**src/rtl/dmsm_pkg.sv**
```systemverilog
// Shared types, constants and helpers for the door motion state machine.
// Used by every module of the block; no dependencies of its own.
package dmsm_pkg;

  localparam int GYRO_WIDTH = 16;
  localparam int SUM_WIDTH  = GYRO_WIDTH + 2;
  localparam int THR_WIDTH  = 17;
  localparam int CFG_IDX_W  = 2;

  // Door modes.
  localparam logic [2:0] MODE_STARTUP = 3'd0;
  localparam logic [2:0] MODE_UNKNOWN = 3'd1;
  localparam logic [2:0] MODE_OPEN    = 3'd2;
  localparam logic [2:0] MODE_CLOSED  = 3'd3;
  localparam logic [2:0] MODE_PAUSED  = 3'd4;
  localparam logic [2:0] MODE_OPENING = 3'd5;
  localparam logic [2:0] MODE_CLOSING = 3'd6;

  // Commands.
  localparam logic [2:0] CMD_NONE    = 3'd0;
  localparam logic [2:0] CMD_OPEN    = 3'd1;
  localparam logic [2:0] CMD_CLOSE   = 3'd2;
  localparam logic [2:0] CMD_REFRESH = 3'd3;
  localparam logic [2:0] CMD_PAUSE   = 3'd4;

  // Configuration register indexes.
  localparam logic [CFG_IDX_W-1:0] REG_MOTION_THRESHOLD = 2'd0;
  localparam logic [CFG_IDX_W-1:0] REG_STOP_TICKS       = 2'd1;
  localparam logic [CFG_IDX_W-1:0] REG_MOTOR_SPEED      = 2'd2;

  localparam logic [THR_WIDTH-1:0] THRESHOLD_RESET   = 17'd96;
  localparam logic [7:0]           STOP_TICKS_RESET  = 8'd10;
  localparam logic [7:0]           MOTOR_SPEED_RESET = 8'd255;
  localparam logic [7:0]           QUIET_MAX         = 8'd255;

  typedef struct packed {
    logic [2:0]                   command;
    logic                         gyro_valid;
    logic signed [GYRO_WIDTH-1:0] gyro_x;
    logic signed [GYRO_WIDTH-1:0] gyro_y;
    logic signed [GYRO_WIDTH-1:0] gyro_z;
  } in_item_t;

  typedef struct packed {
    logic [2:0] mode_code;
    logic       mode_changed;
    logic       motor_run;
    logic       motor_dir;
    logic [7:0] drive_speed;
    logic       refresh_report;
    logic [7:0] report_speed;
  } out_item_t;

  // A tick after the front stage: command plus the summed rate magnitude.
  typedef struct packed {
    logic [2:0]           command;
    logic                 gyro_valid;
    logic [SUM_WIDTH-1:0] rate_sum;
  } tick_t;

  typedef struct packed {
    logic [THR_WIDTH-1:0] motion_threshold;
    logic [7:0]           stop_ticks;
    logic [7:0]           motor_speed;
  } cfg_t;

  // The most negative rate yields 2^(GYRO_WIDTH-1), which still fits unsigned.
  function automatic logic [GYRO_WIDTH-1:0] rate_mag(input logic [GYRO_WIDTH-1:0] r);
    logic [GYRO_WIDTH-1:0] neg;
    neg = ~r + 1'b1;
    return r[GYRO_WIDTH-1] ? neg : r;
  endfunction

endpackage

```
**src/rtl/dmsm_cfg.sv**
```systemverilog
// Configuration register bank of the door motion state machine.
// Depends on dmsm_pkg for register indexes, reset values and cfg_t.
module dmsm_cfg (
  input  logic                            clk,
  input  logic                            rst,
  input  logic                            cfg_valid,
  output logic                            cfg_ready,
  input  logic [dmsm_pkg::CFG_IDX_W-1:0]  cfg_index,
  input  logic [dmsm_pkg::THR_WIDTH-1:0]  cfg_data,
  output dmsm_pkg::cfg_t                  cfg
);
  import dmsm_pkg::*;

  assign cfg_ready = 1'b1;

  // Writes to indexes past the list are dropped.
  always_ff @(posedge clk) begin
    if (rst) begin
      cfg.motion_threshold <= THRESHOLD_RESET;
      cfg.stop_ticks       <= STOP_TICKS_RESET;
      cfg.motor_speed      <= MOTOR_SPEED_RESET;
    end else if (cfg_valid) begin
      unique case (cfg_index)
        REG_MOTION_THRESHOLD: cfg.motion_threshold <= cfg_data;
        REG_STOP_TICKS:       cfg.stop_ticks       <= cfg_data[7:0];
        REG_MOTOR_SPEED:      cfg.motor_speed      <= cfg_data[7:0];
        default: ;
      endcase
    end
  end

endmodule

```
**src/rtl/dmsm_front.sv**
```systemverilog
// Input stage: registers each accepted tick with its summed rate magnitude.
// Depends on dmsm_pkg for in_item_t, tick_t and rate_mag.
module dmsm_front (
  input  logic               clk,
  input  logic               rst,
  input  logic               in_valid,
  output logic               in_ready,
  input  dmsm_pkg::in_item_t in_data,
  output logic               tick_valid,
  output dmsm_pkg::tick_t    tick,
  input  logic               tick_take
);
  import dmsm_pkg::*;

  logic [SUM_WIDTH-1:0] sum_next;

  assign in_ready = !tick_valid || tick_take;

  always_comb begin
    sum_next = {2'b00, rate_mag(in_data.gyro_x)}
             + {2'b00, rate_mag(in_data.gyro_y)}
             + {2'b00, rate_mag(in_data.gyro_z)};
  end

  always_ff @(posedge clk) begin
    if (rst) begin
      tick_valid <= 1'b0;
    end else if (in_ready) begin
      tick_valid <= in_valid;
    end
  end

  always_ff @(posedge clk) begin
    if (in_valid && in_ready) begin
      tick.command    <= in_data.command;
      tick.gyro_valid <= in_data.gyro_valid;
      tick.rate_sum   <= sum_next;
    end
  end

endmodule

```
**src/rtl/dmsm_core.sv**
```systemverilog
// Mode state machine and result register of the door motion state machine.
// Depends on dmsm_pkg for modes, commands, tick_t, cfg_t and out_item_t.
module dmsm_core (
  input  logic                clk,
  input  logic                rst,
  input  logic                tick_valid,
  input  dmsm_pkg::tick_t     tick,
  output logic                tick_take,
  input  dmsm_pkg::cfg_t      cfg,
  output logic                out_valid,
  input  logic                out_ready,
  output dmsm_pkg::out_item_t out_data
);
  import dmsm_pkg::*;

  logic [2:0]  door_mode;
  logic [2:0]  door_mode_next;
  logic [7:0]  quiet_count;
  logic [7:0]  quiet_count_next;
  logic        refresh;
  logic        moving_now;
  logic        moving_next;
  logic        active;
  out_item_t   result_next;

  assign tick_take = tick_valid && (!out_valid || out_ready);

  assign moving_now = (door_mode == MODE_OPENING) || (door_mode == MODE_CLOSING);
  assign active     = tick.gyro_valid && (tick.rate_sum > {1'b0, cfg.motion_threshold});

  always_comb begin
    door_mode_next   = door_mode;
    quiet_count_next = quiet_count;
    refresh          = 1'b0;
    if (door_mode == MODE_STARTUP) begin
      door_mode_next = MODE_UNKNOWN;
    end else begin
      case (tick.command)
        CMD_OPEN: begin
          door_mode_next = MODE_OPENING;
          if (door_mode != MODE_OPENING) quiet_count_next = '0;
        end
        CMD_CLOSE: begin
          door_mode_next = MODE_CLOSING;
          if (door_mode != MODE_CLOSING) quiet_count_next = '0;
        end
        CMD_PAUSE: begin
          door_mode_next = MODE_PAUSED;
        end
        default: begin
          // No mode selected: refresh, none, or an unused code.
          refresh = (tick.command == CMD_REFRESH);
          if (moving_now) begin
            if (active) begin
              quiet_count_next = '0;
            end else if (quiet_count != QUIET_MAX) begin
              quiet_count_next = quiet_count + 8'd1;
            end
            if (quiet_count_next > cfg.stop_ticks) begin
              door_mode_next = (door_mode == MODE_OPENING) ? MODE_OPEN : MODE_CLOSED;
            end
          end
        end
      endcase
    end
  end

  assign moving_next = (door_mode_next == MODE_OPENING) || (door_mode_next == MODE_CLOSING);

  always_comb begin
    result_next.mode_code      = door_mode_next;
    result_next.mode_changed   = (door_mode_next != door_mode);
    result_next.motor_run      = moving_next;
    result_next.motor_dir      = (door_mode_next == MODE_CLOSING);
    result_next.drive_speed    = moving_next ? cfg.motor_speed : 8'd0;
    result_next.refresh_report = refresh;
    result_next.report_speed   = refresh ? cfg.motor_speed : 8'd0;
  end

  always_ff @(posedge clk) begin
    if (rst) begin
      door_mode   <= MODE_STARTUP;
      quiet_count <= '0;
      out_valid   <= 1'b0;
    end else begin
      if (tick_take) begin
        door_mode   <= door_mode_next;
        quiet_count <= quiet_count_next;
        out_valid   <= 1'b1;
      end else if (out_ready) begin
        out_valid <= 1'b0;
      end
    end
  end

  always_ff @(posedge clk) begin
    if (tick_take) begin
      out_data <= result_next;
    end
  end

endmodule

```
**src/rtl/door_motion_state_machine_unit.sv**
```systemverilog
// Top level of the door motion state machine: config bank, input stage, core.
// Depends on dmsm_pkg, dmsm_cfg, dmsm_front and dmsm_core.
//
//   Channel | Signals                                    | Beat taken when
//   --------+--------------------------------------------+---------------------
//   in      | in_valid, in_ready, in_data (in_item_t)    | in_valid && in_ready
//   out     | out_valid, out_ready, out_data (out_item_t)| out_valid && out_ready
//   cfg     | cfg_valid, cfg_ready, cfg_index, cfg_data  | cfg_valid && cfg_ready
//
// One tick is accepted per cycle while the result side does not stall; its
// result passes through the input register and then the result register.
// Synchronous reset returns the mode to startup, clears the quiet count and
// restores the register defaults; no clearing pass is needed.
// While the result register is stalled, one more tick is held in the input
// register and in_ready drops until the result beat is taken.
module door_motion_state_machine_unit (
  input  logic                           clk,
  input  logic                           rst,
  input  logic                           in_valid,
  output logic                           in_ready,
  input  dmsm_pkg::in_item_t             in_data,
  output logic                           out_valid,
  input  logic                           out_ready,
  output dmsm_pkg::out_item_t            out_data,
  input  logic                           cfg_valid,
  output logic                           cfg_ready,
  input  logic [dmsm_pkg::CFG_IDX_W-1:0] cfg_index,
  input  logic [dmsm_pkg::THR_WIDTH-1:0] cfg_data
);
  import dmsm_pkg::*;

  cfg_t  cfg;
  tick_t tick;
  logic  tick_valid;
  logic  tick_take;

  dmsm_cfg u_cfg (
    .clk       (clk),
    .rst       (rst),
    .cfg_valid (cfg_valid),
    .cfg_ready (cfg_ready),
    .cfg_index (cfg_index),
    .cfg_data  (cfg_data),
    .cfg       (cfg)
  );

  dmsm_front u_front (
    .clk        (clk),
    .rst        (rst),
    .in_valid   (in_valid),
    .in_ready   (in_ready),
    .in_data    (in_data),
    .tick_valid (tick_valid),
    .tick       (tick),
    .tick_take  (tick_take)
  );

  dmsm_core u_core (
    .clk        (clk),
    .rst        (rst),
    .tick_valid (tick_valid),
    .tick       (tick),
    .tick_take  (tick_take),
    .cfg        (cfg),
    .out_valid  (out_valid),
    .out_ready  (out_ready),
    .out_data   (out_data)
  );

endmodule

```
**config.mk**
```make
export PLATFORM = sky130hd
export DESIGN_NAME = door_motion_state_machine_unit
export DESIGN_NICKNAME = d
export VERILOG_FILES = /design/src/rtl/dmsm_pkg.sv /design/src/rtl/dmsm_cfg.sv /design/src/rtl/dmsm_front.sv /design/src/rtl/dmsm_core.sv /design/src/rtl/door_motion_state_machine_unit.sv
export SDC_FILE = /design/constraint.sdc
export NUM_CORES = 1
export LEC_CHECK = 0
export BUFFER_PORTS_ARGS = -buffer_cell sky130_fd_sc_hd__buf_2
export CAP_MARGIN = 40
export CORE_ASPECT_RATIO = 0.8
export CORE_MARGIN = 1
export CORE_UTILIZATION = 48
export CTS_CLUSTER_DIAMETER = 150
export CTS_CLUSTER_SIZE = 16
export DETAILED_ROUTE_END_ITERATION = 16
export HOLD_SLACK_MARGIN = 0.1
export PLACE_DENSITY = 0.69
export SLEW_MARGIN = 0
export SYNTH_ARGS = -nofsm -noshare
export SYNTH_HDL_FRONTEND = slang
export SYNTH_SLANG_ARGS = --single-unit
```
**constraint.sdc**
```tcl
create_clock -name clk -period 5.05 [get_ports clk]
set_input_delay 0.7575 -clock clk [delete_from_list [all_inputs] [get_ports clk]]
set_output_delay 0.7575 -clock clk [all_outputs]
set_load 0.01 [all_outputs]
```
== Yosys cells after proc, flatten, opt, wreduce, memory -nomap -nowiden ==
Cells that the tools add are included.

* Register bits after elaboration: 91
* Bits of input ports: 76
* Output and inout bits: 26
* Word-level logic and storage cells: 85

* Add/subtract/negate cells: 6
* Order comparisons: 2
* Eq/ne operators: 16
* Muxes and demuxes: 21
* Bitwise logic cells: 5
* Reduce and logical (&&, ||, !) cells: 18

{| class="wikitable"
|+ Operators with widths
! operator !! count
|-
| two-way mux 8 bit || 8
|-
| adder 16 x 1 -> 16 bit (second input constant) || 3
|-
| two-way mux 16 bit || 3
|-
| inverter 16 bit || 3
|-
| case mux 8 bit (3 select lines) || 1
|-
| adder 18 x 16 -> 18 bit || 1
|-
| greater-than comparator 18 x 17 -> 1 bit || 1
|-
| adder 16 x 16 -> 17 bit || 1
|-
| equality test 3 bit (second input constant) || 5
|-
| two-way mux 3 bit || 3
|-
| case mux 3 bit (3 select lines) || 1
|-
| adder 8 x 1 -> 8 bit (second input constant) || 1
|-
| greater-than comparator 8 bit || 1
|-
| inequality test 8 bit (second input constant) || 1
|-
| equality test 3 x 2 -> 1 bit (second input constant) || 2
|-
| inequality test 3 bit (second input constant) || 2
|-
| AND reduction 2 bit || 3
|-
| AND reduction 6 bit || 1
|-
| two-way mux 1 bit || 5
|-
| logical OR 1 bit || 4
|-
| inequality test 2 x 1 -> 1 bit (second input constant) || 2
|-
| equality test 3 x 1 -> 1 bit (second input constant) || 1
|-
| logical AND 1 bit || 3
|-
| logical NOT 3 bit || 1
|-
| 9 further kinds || 11
|}

== Depth between registers and ports, before layout ==
Gate-level depths: netlist of the first run.

* Depth after elaboration: 13
* Gate-level depth with buffers: 20
* Depth with buffers taken out: 19

== Hierarchy ==
A second synthesis of the first run with hierarchy kept.

* Cells, all modules: 745
* Area total of the unflattened synthesis: 6944.2 um2

{| class="wikitable"
|+ By module, submodules not included
! module !! times used !! cells each !! area an instance (um2) !! seq. area each (um2)
|-
| dmsm_front || 1 || 310 || 2845.2 || 680.7
|-
| dmsm_core || 1 || 295 || 2680.1 || 930.9
|-
| dmsm_cfg || 1 || 140 || 1418.9 || 660.6
|}

== Worst setup path before layout of the first run ==
No wires, ideal clock.

* Path type: input port to flip-flop
* Start point: in in_data[35] (netlist name)
* End point: reg, netlist name u_front.tick[14]
* Arrival: 4200 ps
* Required time: 4762 ps
* Path slack: 562 ps
* Cell stages on the path: 18
* Path through: or3_1 -> or2_1 -> nor3_1 -> nand3_1 -> o21ai_0 -> xnor2_1 -> ha_1 -> a21oi_1 -> o21ai_0 -> a21oi_1 -> a21oi_1 -> a31oi_1 -> xnor2_1 -> ha_1 -> clkbuf_1 -> nor2_1 -> a2111oi_0 -> o311ai_0

* Word-level cells in the longest chain between the ends: 5

{| class="wikitable"
|+ RTL lines
! element !! line !! RTL
|-
| start: declaration || door_motion_state_machine_unit.sv:21 || <nowiki>input dmsm_pkg::in_item_t in_data,</nowiki>
|-
| inverter 16 bit || dmsm_pkg.sv:70 || <nowiki>neg = ~r + 1'b1;</nowiki>
|-
| adder 16 x 1 -> 16 bit || dmsm_pkg.sv:70 ||
|-
| two-way mux 16 bit * || dmsm_pkg.sv:71 || <nowiki>return r[GYRO_WIDTH-1] ? neg : r;</nowiki>
|-
| adder 16 x 16 -> 17 bit * || dmsm_front.sv:21 || <nowiki>+ {2'b00, rate_mag(in_data.gyro_y)}</nowiki>
|-
| adder 18 x 16 -> 18 bit * || dmsm_front.sv:22 || <nowiki>+ {2'b00, rate_mag(in_data.gyro_z)};</nowiki>
|-
| net u_front.sum_next[14] || dmsm_front.sv:15 || <nowiki>logic [SUM_WIDTH-1:0] sum_next;</nowiki>
|}

The timed path passes the listed nets; every way through them passes the cells marked *.
A chain may end at the register's enable or synchronous reset.

== Worst setup path in the final report of the first run ==
* Start point: in in_data[19] (netlist name)
* End point: reg, netlist name u_front.tick[14]

* Word-level cells in the longest chain between the ends: 5

{| class="wikitable"
|+ RTL lines
! element !! line
|-
| inverter 16 bit || dmsm_pkg.sv:70
|-
| adder 16 x 1 -> 16 bit || dmsm_pkg.sv:70
|-
| two-way mux 16 bit * || dmsm_pkg.sv:71
|-
| adder 16 x 16 -> 17 bit * || dmsm_front.sv:21
|-
| adder 18 x 16 -> 18 bit * || dmsm_front.sv:22
|-
| net u_front.sum_next[14] || dmsm_front.sv:15
|}

Marked as above.

==> impl_metrics.yaml, run 1 <==
worst_hold_path:
  hp-class: "flip-flop to flip-flop"
  min_path_cells: 2
  worstHoldStart: "u_cfg.cfg[18]"
  hold_end: "u_cfg.cfg[18]"
global_route:
  grt_overflow_total: 0
  grt.busiest_layer: "met1"
  grt_max_degree: 43
  gr-usage-met2: 0.314
  grtUsageMet3: 0.0377
  globalRouteMet1Util: 0.342
  grt_pass1_wl_um: 25600
  antenna_found_initial: 1
  grt_util_all_layers: 0.221
  grt_pass1_vias: 5239
drt:
  antenna_left: 0
  firstDrtPassIters: 5
  routed_wl_um: 15900
  via_per_inst: 5.55
  vias: 5951
  drcViolationCount: 0
  initialDrtViolationCount: 458
  wl_per_cell_um: 14.8
critical_path:
  r2r-start: "u_front.tick[15]"
  critical_path.slowest_cell: "a2111oi_0"
  rrSetupSlack_ns: 0.57
  reg2reg_to: "u_core.door_mode[2]"
  reg2regPathDepth: 13
  start_kind: "input pin"
  worstSetupEndpointType: "flip-flop"
  criticalPathCategory: "input pin to flip-flop"
  crit_required_ns: 5.11
  crit_buf_inv: 1
  slowest_delay_ns: 0.42
  cp_top_family: "compound AO/OA/AOI/OAI gates"
  critPathMaxFanout: 7
  crit_chain: "buf_2, or3_1, or3_1, nor2_1, nand3_1, o21ai_1, xnor2_1, ha_1, a21oi_1, o21ai_0, o21bai_1, a311oi_1, xnor2_1, ha_1, nand2_1, nor2_1, a2111oi_0, o311ai_0"
  crit_arrival_ns: 4.77
cts:
  cts_buffer_depth: 2
  post_cts_buffers: 0
  clkSinkCount: 91
  clk_pin_slew_worst_paths_ns: 0.06
  cts_buffers: 9
  cts_tree: "done"
  htree_levels: 3
  clock_latency_ns: 0.34
  clock-root-buffer: "clkbuf_16"
die:
  die_x_um: 136
  die_h_um: 109
  initial_core_util: 0.500
  fp.dieArea_mm2: 0.0148
  std_cell_rows: 38
  core_mm2: 0.0137
  ios: 102
power_and_ir_drop:
  switching_share: 0.346
  combPwrFrac: 0.403
  p_clk_frac: 0.239
  peakVddDrop_uv: 210
  seqPwrFrac: 0.358
  power_switching_w: 0.000917
  p_int_w: 0.00173
  total_power_w: 0.00265
  p_per_area_mw_per_mm2: 336
  p_leak_nw: 3.27
synthesis:
  synth_seq_cells: 91
  syn_inst: 791
  yosysSeqAreaShare: 0.331
  synth_fp_nets: 930
  yosysWarnings: 0
  async_reset_ff_frac: 0
  syn_area_per_cell_um2: 8.69
  synth_edf_count: 45
  synth.distinct_cells: 76
  synth_area_mm2: 0.00687
  synth_ff_type: "dfxtp_1"
finish:
  drive_above_1_share: 0.158
  nets: 1025
  stdcell_area_mm2: 0.00787
  synthToLayoutAreaGrowth_pct: 14.6
  final_cell_mix: "buf_2 (101), nand2_1 (94), ha_1 (60)"
  final_common_cell: "buf_2"
  stdcell_count: 1072
sta:
  max_freq_ghz: 0.212
  fin_crit_sh: 0.933
  tightest_slew_ns: 0.796
  slew_headroom: 0.469
  finClkSkew_ns: 0.00625
  period_needed_ns: 4.71
  final-setup-viol-count: 0
  finalHoldViolCount: 0
  fin_ws_ns: 0.336
  rsz0062_at_grt: "no"
  hold-worst-slack_ns: 0.455
  finalMaxSlewViolations: 0
placement:
  dpl.cell_count: 1055
  globalplace.congestion: 0.844
  dpl-instance-area_mm2: 0.00758
  pre_cts_slack_ns: -0.0328
  dp_hpwl_um: 12600
  port_buffers: 100
outcome:
  status: "finished clean"
job:
  drv_cap: 0
[through the flow]
step / TNS [ns] / utilization
floorplan: 0 / -
global placement: 0 / 0.548
detailed placement: -0.0328 / 0.551
CTS: 0 / 0.572
global route: 0 / 0.573
finish: 0 / 0.573
[routing by layer]
metal / part of all wire / wire, µm
met1: 0.53 / 8500
met2: 0.42 / 6750
met3: 0.031 / 498
met4: 0.010 / 160
met5: 0 / 0
[kinds of logic after synthesis]
kind of cell | after synthesis | synth area share
XOR/XNOR | 71 | 0.0916
multiplexers | 9 | 0.0133
AO/OA/AOI/OAI | 206 | 0.200
flip-flops | 91 | 0.331
AND/OR/NAND/NOR | 274 | 0.201
buffers and inverters | 76 | 0.0455
other | 1 | 0.000546
adder cells (fa/ha/maj) | 63 | 0.117
[cell usage after synthesis (all sizes together) (12+ instances only)]
cell | number | area share
nand2 | 94 | 0.051
ha | 61 | 0.11
a21oi | 60 | 0.044
xnor2 | 59 | 0.075
nor2 | 53 | 0.029
inv | 50 | 0.027
dfxtp | 46 | 0.13
edfxtp | 45 | 0.20
o21ai | 44 | 0.032
and2 | 17 | 0.015
clkbuf | 17 | 0.0093
nor3 | 17 | 0.012
o31ai | 15 | 0.016
a21o | 13 | 0.014
nand3 | 13 | 0.0095
xor2 | 12 | 0.016
[layout make-up]
cell class,instances,area (µm²)
Antenna cell,1,2.50
Fill cell,1293,5870
Clock buffer,11,243
Tap cell,180,225
Sequential cell,91,2270
Clock inverter,5,36.3
Timing Repair Buffer,110,601
Multi-Input combinational cell,624,4310
Inverter,50,188
[worst max-delay path by stage]
stage / endpoint / slack (ns) / depth (start not counted) / start
5_1_grt: u_front.tick[14] / 0.02 / 18 / in_data[19]
2_1_floorplan: u_front.tick[14] / 0.56 / 18 / in_data[35]
3_3_place_gp: u_front.tick[14] / 0.19 / 17 / in_data[19]
3_5_place_dp: u_front.tick[14] / -0.03 / 17 / in_data[19]
4_1_cts: u_front.tick[14] / 0.34 / 17 / in_data[19]
6_report: u_front.tick[14] / 0.34 / 18 / in_data[19]
[registers in the layout, summed over array words and instances (netlist names)]
register / count
u_front.tick: 22
u_core.door_mode: 3
u_core.out_valid: 1
u_cfg.cfg: 33
u_core.quiet_count: 8
u_core.out_data: 23
u_front.tick_valid: 1
[what timing repair did]
| item | 4_1_cts | 5_1_grt |
|---|---|---|
| hold buffers | 0 | 0 |
| setup endpoints to repair | 0 | 2 |
| gates resized for setup | 0 | 3 |
[power by group through the flow]
stage | clock network [W] | registers [W] | logic, W
floorplan | 0 | 0.000944 | 0.000810
global placement | 0 | 0.000963 | 0.00103
detailed placement | 0 | 0.000963 | 0.00105
CTS | 0.000646 | 0.000949 | 0.00105
global route | 0.000679 | 0.000957 | 0.00120
finish | 0.000633 | 0.000948 | 0.00107
[tightest hold or removal path, cell delays in order, from the launching register on]
cell and delay, ns:
dfxtp_1 0.31, nand2_1 0.05, a21oi_1 0.05
(Power assumes the default switching activity.)
==> run 2: changes to the inputs <==
- ABC_AREA: not set -> 1
- GPL_ROUTABILITY_DRIVEN: not set -> 0
==> run 2 against run 1 <==
Effect of this change: clock power up 15%; synthesized area down 4.2%; clock skew down 0.00081 ns; via count down 4.4%; flip-flop and latch count unchanged; critical endpoint is now u_front.tick[16]; fmax up 9.4%; core utilization up 1.1 points; clock-buffer cell count down 1; critical path depth up 4; sequential share of layout area up 0.85 points; synthesized cell count up 7.2%.
==> impl_metrics.yaml, run 2 <==
outcome:
  status: "finished clean"
cts:
  clock-root-buffer: "clkbuf_16"
  clock_latency_ns: 0.34
  clkSinkCount: 91
  clk_pin_slew_worst_paths_ns: 0.07
  cts_hold_buf: 0
  cts_buffers: 9
  cts_resized: 0
  post_cts_buffers: 0
  htree_levels: 3
  cts_buffer_depth: 2
  cts_tree: "done"
sta:
  tightest_slew_ns: 0.764
  final-setup-viol-count: 0
  slew_headroom: 0.490
  period_needed_ns: 4.31
  finalMaxSlewViolations: 0
  hold-worst-slack_ns: 0.458
  finalHoldViolCount: 0
  max_freq_ghz: 0.232
  finalSetupTns_ns: 0
  fin_crit_sh: 0.854
  fin_ws_ns: 0.739
  finClkSkew_ns: 0.00543
  rsz0062_at_grt: "no"
synthesis:
  async_reset_ff_frac: 0
  synth.most_common_cell: "nand2_1"
  synth.distinct_cells: 42
  yosysTopAreaCell: "edfxtp_1"
  yosysSeqAreaShare: 0.345
  syn_inst: 848
  synth.top_cell.area_share: 0.205
  synth_common_cells: "nand2_1 (154), inv_1 (126), a21oi_1 (76), ha_1 (61), nor2_1 (61)"
  synth_seq_cells: 91
  yosysWarnings: 0
  synth_ff_type: "dfxtp_1"
  synthTopCellsByArea: "edfxtp_1 (21%), dfxtp_1 (14%), ha_1 (12%)"
  syn_area_per_cell_um2: 7.77
  synth_fp_nets: 987
  synth_area_mm2: 0.00659
  synth_edf_count: 45
die:
  initial_core_util: 0.503
  ios: 102
  die_x_um: 133
  fp.dieArea_mm2: 0.0142
  die_h_um: 107
  core_mm2: 0.0131
  std_cell_rows: 37
global_route:
  grt_overflow_total: 0
  grt_util_all_layers: 0.212
  grt_pass1_wl_um: 24300
  grt_pass1_vias: 5117
  antenna_found_initial: 0
  grt_max_degree: 30
finish:
  synthToLayoutAreaGrowth_pct: 16.2
  final_common_cell: "nand2_1"
  drive_above_1_share: 0.158
  reg_top3: "u_cfg.cfg (33), u_core.out_data (23), u_front.tick (22)"
  diodes: 0
  regMostFlops: "u_cfg.cfg"
  nets: 1088
  largest_register_ffs: 33
  final_cell_mix: "nand2_1 (154), inv_1 (126), buf_2 (100)"
placement:
  pre_cts_slack_ns: 0.473
  dp_hpwl_um: 11400
  port_buffers: 100
drt:
  initialDrtViolationCount: 389
  via_per_inst: 5.04
  wl_per_cell_um: 12.5
  antenna_left: 0
  drcViolationCount: 0
  vias: 5692
  routed_wl_um: 14200
  firstDrtPassIters: 5
critical_path:
  crit_required_ns: 5.13
  r2r-start: "u_front.tick[13]"
  reg2reg_to: "u_core.out_data[15]"
  worstSetupEndpointType: "flip-flop"
  crit_arrival_ns: 4.39
  reg2regPathDepth: 24
  rrSetupSlack_ns: 1.53
  criticalPathCategory: "input pin to flip-flop"
  start_kind: "input pin"
  critPathMaxFanout: 4
worst_hold_path:
  hold_end: "u_cfg.cfg[15]"
  hp-class: "flip-flop to flip-flop"
  min_path_cells: 2
  worstHoldStart: "u_cfg.cfg[15]"
power_and_ir_drop:
  p_leak_nw: 3.71
  peakVddDrop_uv: 213
  p_per_area_mw_per_mm2: 347
job:
  drv_cap: 0
-- run 2: changes by cell type in the layout (fill, tap and decap cells not counted), sizes merged, moves of 17 or more --
cell   change
xnor2     -42
inv       +83
and2      -17
nand3     +37
nand2     +67
a21oi     +25
xor2      +41
-- run 2: worst max-delay path by stage --
stage,from,end,slack (ns),cells after the start
after floorplan,in_data[17],u_front.tick[16],1.05,21
after global placement,in_data[16],u_front.tick[16],0.62,22
after detailed placement,in_data[16],u_front.tick[16],0.47,22
after CTS,in_data[16],u_front.tick[16],0.82,22
after global routing,in_data[17],u_front.tick[14],0.40,22
final,in_data[16],u_front.tick[16],0.74,22
-- run 2: logic make-up (layout without fill, tap and decap cells) --
logic type | Yosys count | count (layout) | share of synthesized area
adders and majority gates | 63 | 63 | 0.122
buffers and inverters | 148 | 254 | 0.0857
DFF | 91 | 91 | 0.345
other | 1 | 1 | 0.000569
xor gates and xnor gates | 70 | 70 | 0.0931
AOI/OAI and AO/OA | 173 | 173 | 0.154
and+or+nand+nor | 302 | 302 | 0.200
-- run 2: through the flow --
step	total power [W]	cell area [µm²]	util	instances
floorplan	0.00170	6590	-	848
finish	0.00266	7650	0.584	1129
CTS	0.00267	7650	0.584	1129
global placement	0.00192	7250	0.554	1110
detailed placement	0.00193	7320	0.559	1113
global route	0.00285	7650	0.584	1129
-- run 2: cell type report --
class | instances | area [µm²]
clock inverter | 6 | 96.3
sequential | 91 | 2270
tap | 175 | 219
fill | 1232 | 5450
inverter | 134 | 505
clock buffer | 10 | 229
multi-input combinational | 609 | 3750
timing repair buffer | 104 | 578
-- run 2: worst max-delay path, stage by stage --
cell	delay (ns)
buf_2	0.11
inv_1	0.07
ha_1	0.15
inv_1	0.05
nor3_1	0.22
nand2_1	0.14
nor3_1	0.32
a21oi_1	0.13
xor2_1	0.16
ha_1	0.33
inv_1	0.08
nor3_1	0.24
nand3_1	0.12
nand4_1	0.17
a31oi_1	0.11
xor2_1	0.16
ha_1	0.34
a21o_1	0.22
a22oi_1	0.14
nand2_1	0.07
a31oi_1	0.18
xor2_1	0.09
-- run 2: per-layer routing --
layer / vias to the layer above / share of wire / global-route usage / wire length, µm
met2: 150 / 0.41 / 0.319 / 5770
met5: - / 0 / 0 / 0
met4: 0 / 0.0066 / 0.0353 / 93
li1: 3027 / - / - / -
met1: 2505 / 0.54 / 0.321 / 7620
met3: 10 / 0.048 / 0.0345 / 686
-- run 2: power by group --
part / internal (W) / total [W] / switching, W / leakage, nW
clock network: 0.000440 / 0.000728 / 0.000289 / 0.155
registers: 0.000912 / 0.000943 / 0.0000307 / 0.820
logic: 0.000395 / 0.000984 / 0.000589 / 2.74
total: 0.00175 / 0.00266 / 0.000909 / 3.71
==> run 3: changes to the inputs <==
- RECOVER_POWER: not set -> 25
==> run 3 against run 2 <==
Effect of this change: fmax barely moved; critical path depth did not move; via count hardly changed; sequential power about the same; flip-flop and latch count stayed put; clock power hardly changed; worst hold slack better by 0.0027 ns; largest power group unchanged.
==> impl_metrics.yaml, run 3 (synthesized netlist as in run 2, its figures left out) <==
critical_path:
  setup.worst_path.start: "in_data[17]"
  crit_chain: "buf_2, inv_1, ha_1, inv_1, nor3_1, nand2_1, nor3_1, a21oi_1, xor2_1, ha_1, inv_1, nor3_1, nand3_1, nand4_1, a31oi_1, xor2_1, ha_1, a21o_1, a22oi_1, nand2_1, a31oi_1, xor2_1"
  crit_buf_inv: 4
  reg2regPathDepth: 24
  criticalPathCategory: "input pin to flip-flop"
  crit_required_ns: 5.13
  r2r-start: "u_front.tick[13]"
  cp_top_family: "simple AND/OR/NAND/NOR gates"
  crit_arrival_ns: 4.39
  critPathMaxFanout: 4
  worstSetupEndpointType: "flip-flop"
  start_kind: "input pin"
  slowest_delay_ns: 0.34
  critical_path.slowest_cell: "ha_1"
  cp.depth: 22
finish:
  drive_above_1_share: 0.154
  n_fill_cell: 1241
  final_cell_mix: "nand2_1 (154), inv_1 (126), buf_2 (98)"
  reg_top3: "u_cfg.cfg (33), u_core.out_data (23), u_front.tick (22)"
  largest_register_ffs: 33
  register_area_mm2: 0.00227
  synthToLayoutAreaGrowth_pct: 15.4
  final_common_cell: "nand2_1"
  regMostFlops: "u_cfg.cfg"
  utilization: 0.580
  multiInputGateArea_mm2: 0.00375
  nets: 1088
  diodes: 0
sta:
  period_needed_ns: 4.31
  slew_headroom: 0.249
  fin_crit_sh: 0.854
  finClkSkew_ns: 0.00540
  finalHoldViolCount: 0
  max_freq_ghz: 0.232
  rsz0062_at_grt: "no"
  tightest_slew_ns: 1.13
  finalMaxSlewViolations: 0
  finalSetupTns_ns: 0
  final-setup-viol-count: 0
drt:
  initialDrtViolationCount: 432
  routed_wl_um: 14200
  firstDrtPassIters: 7
  drcViolationCount: 0
  wl_per_cell_um: 12.6
  antenna_left: 0
  via_per_inst: 5.04
  vias: 5687
global_route:
  grt_pass1_wl_um: 24300
  grt_max_degree: 30
  grt_overflow_total: 0
  grt_pass1_vias: 5117
  antenna_found_initial: 0
  grt_util_all_layers: 0.212
die:
  fp.dieArea_mm2: 0.0142
  die_x_um: 133
  core_mm2: 0.0131
  die_h_um: 107
  std_cell_rows: 37
  initial_core_util: 0.503
  ios: 102
power_and_ir_drop:
  peakVddDrop_uv: 213
  combPwrFrac: 0.370
  seqPwrFrac: 0.356
  switching_share: 0.342
  power_switching_w: 0.000907
  p_per_area_mw_per_mm2: 349
  p_leak_nw: 3.68
  p_int_w: 0.00174
  p_clk_frac: 0.275
cts:
  clkSinkCount: 91
  cts_buffers: 9
  clock_latency_ns: 0.34
  clk_pin_slew_worst_paths_ns: 0.07
  htree_levels: 3
  clock-root-buffer: "clkbuf_16"
  post_cts_buffers: 0
  cts_tree: "done"
  cts_hold_buf: 0
  cts_resized: 0
  cts_buffer_depth: 2
worst_hold_path:
  worstHoldStart: "u_cfg.cfg[15]"
  hp-class: "flip-flop to flip-flop"
  min_path_cells: 2
placement:
  dp_hpwl_um: 11400
  port_buffers: 100
outcome:
  status: "finished clean"
job:
  drv_cap: 0
[run 3: cell count changes in the layout (fill, tap and decap cells not counted), sizes merged]
cell    delta
buf        -4
clkbuf     +4
[run 3: final cells by class]
class / count / area share
multi-input combinational: 609 / 0.493
sequential: 91 / 0.299
timing repair buffer: 104 / 0.0695
inverter: 134 / 0.0665
clock buffer: 10 / 0.0301
tap: 175 / 0.0288
clock inverter: 6 / 0.0127
[run 3: path summary, 6_finish.rpt]
| path | to | slack, ns |
|---|---|---|
| setup / recovery | u_front.tick[16] | 0.74 |
| hold / removal | u_cfg.cfg[15] | 0.46 |
| setup reg to reg | u_core.out_data[15] | 1.52 |
| hold reg to reg | u_cfg.cfg[15] | 0.46 |
[run 3: power groups by stage]
stage | registers, W | logic (W) | clock network [W]
after floorplan | 0.000955 | 0.000741 | 0
after global placement | 0.000959 | 0.000957 | 0
after detailed placement | 0.000961 | 0.000972 | 0
after CTS | 0.000944 | 0.000981 | 0.000741
after global routing | 0.000951 | 0.00113 | 0.000766
final | 0.000943 | 0.000979 | 0.000728
[run 3: metrics by stage]
stage                     setup slack, ns  instance area [µm²]  hold WS (ns)  total power [W]  cells
after global routing                0.397                 7600         0.481          0.00285   1129
after CTS                           0.815                 7650         0.461          0.00267   1129
after global placement              0.615                 7250         0.451          0.00192   1110
final                               0.739                 7600         0.461          0.00265   1129
after detailed placement            0.473                 7320         0.451          0.00193   1113
after floorplan                      1.05                 6590         0.435          0.00170    848
[run 3: worst reg2reg max path: cells and delay by family (launching register included)]
family                   cells  cell delay (ns)
AO/OA/AOI/OAI                2             0.22
adder cells (fa/ha/maj)      2             0.61
buffers and inverters        3             0.36
flip-flops                   1             0.37
AND/OR/NAND/NOR             17             1.85
[run 3: routing by layer]
metal,vias up,global-route usage,routed length (µm)
met5,-,0,0
met4,0,0.0353,95
met3,12,0.0345,667
met2,142,0.319,5790
met1,2508,0.321,7650
li1,3025,-,-
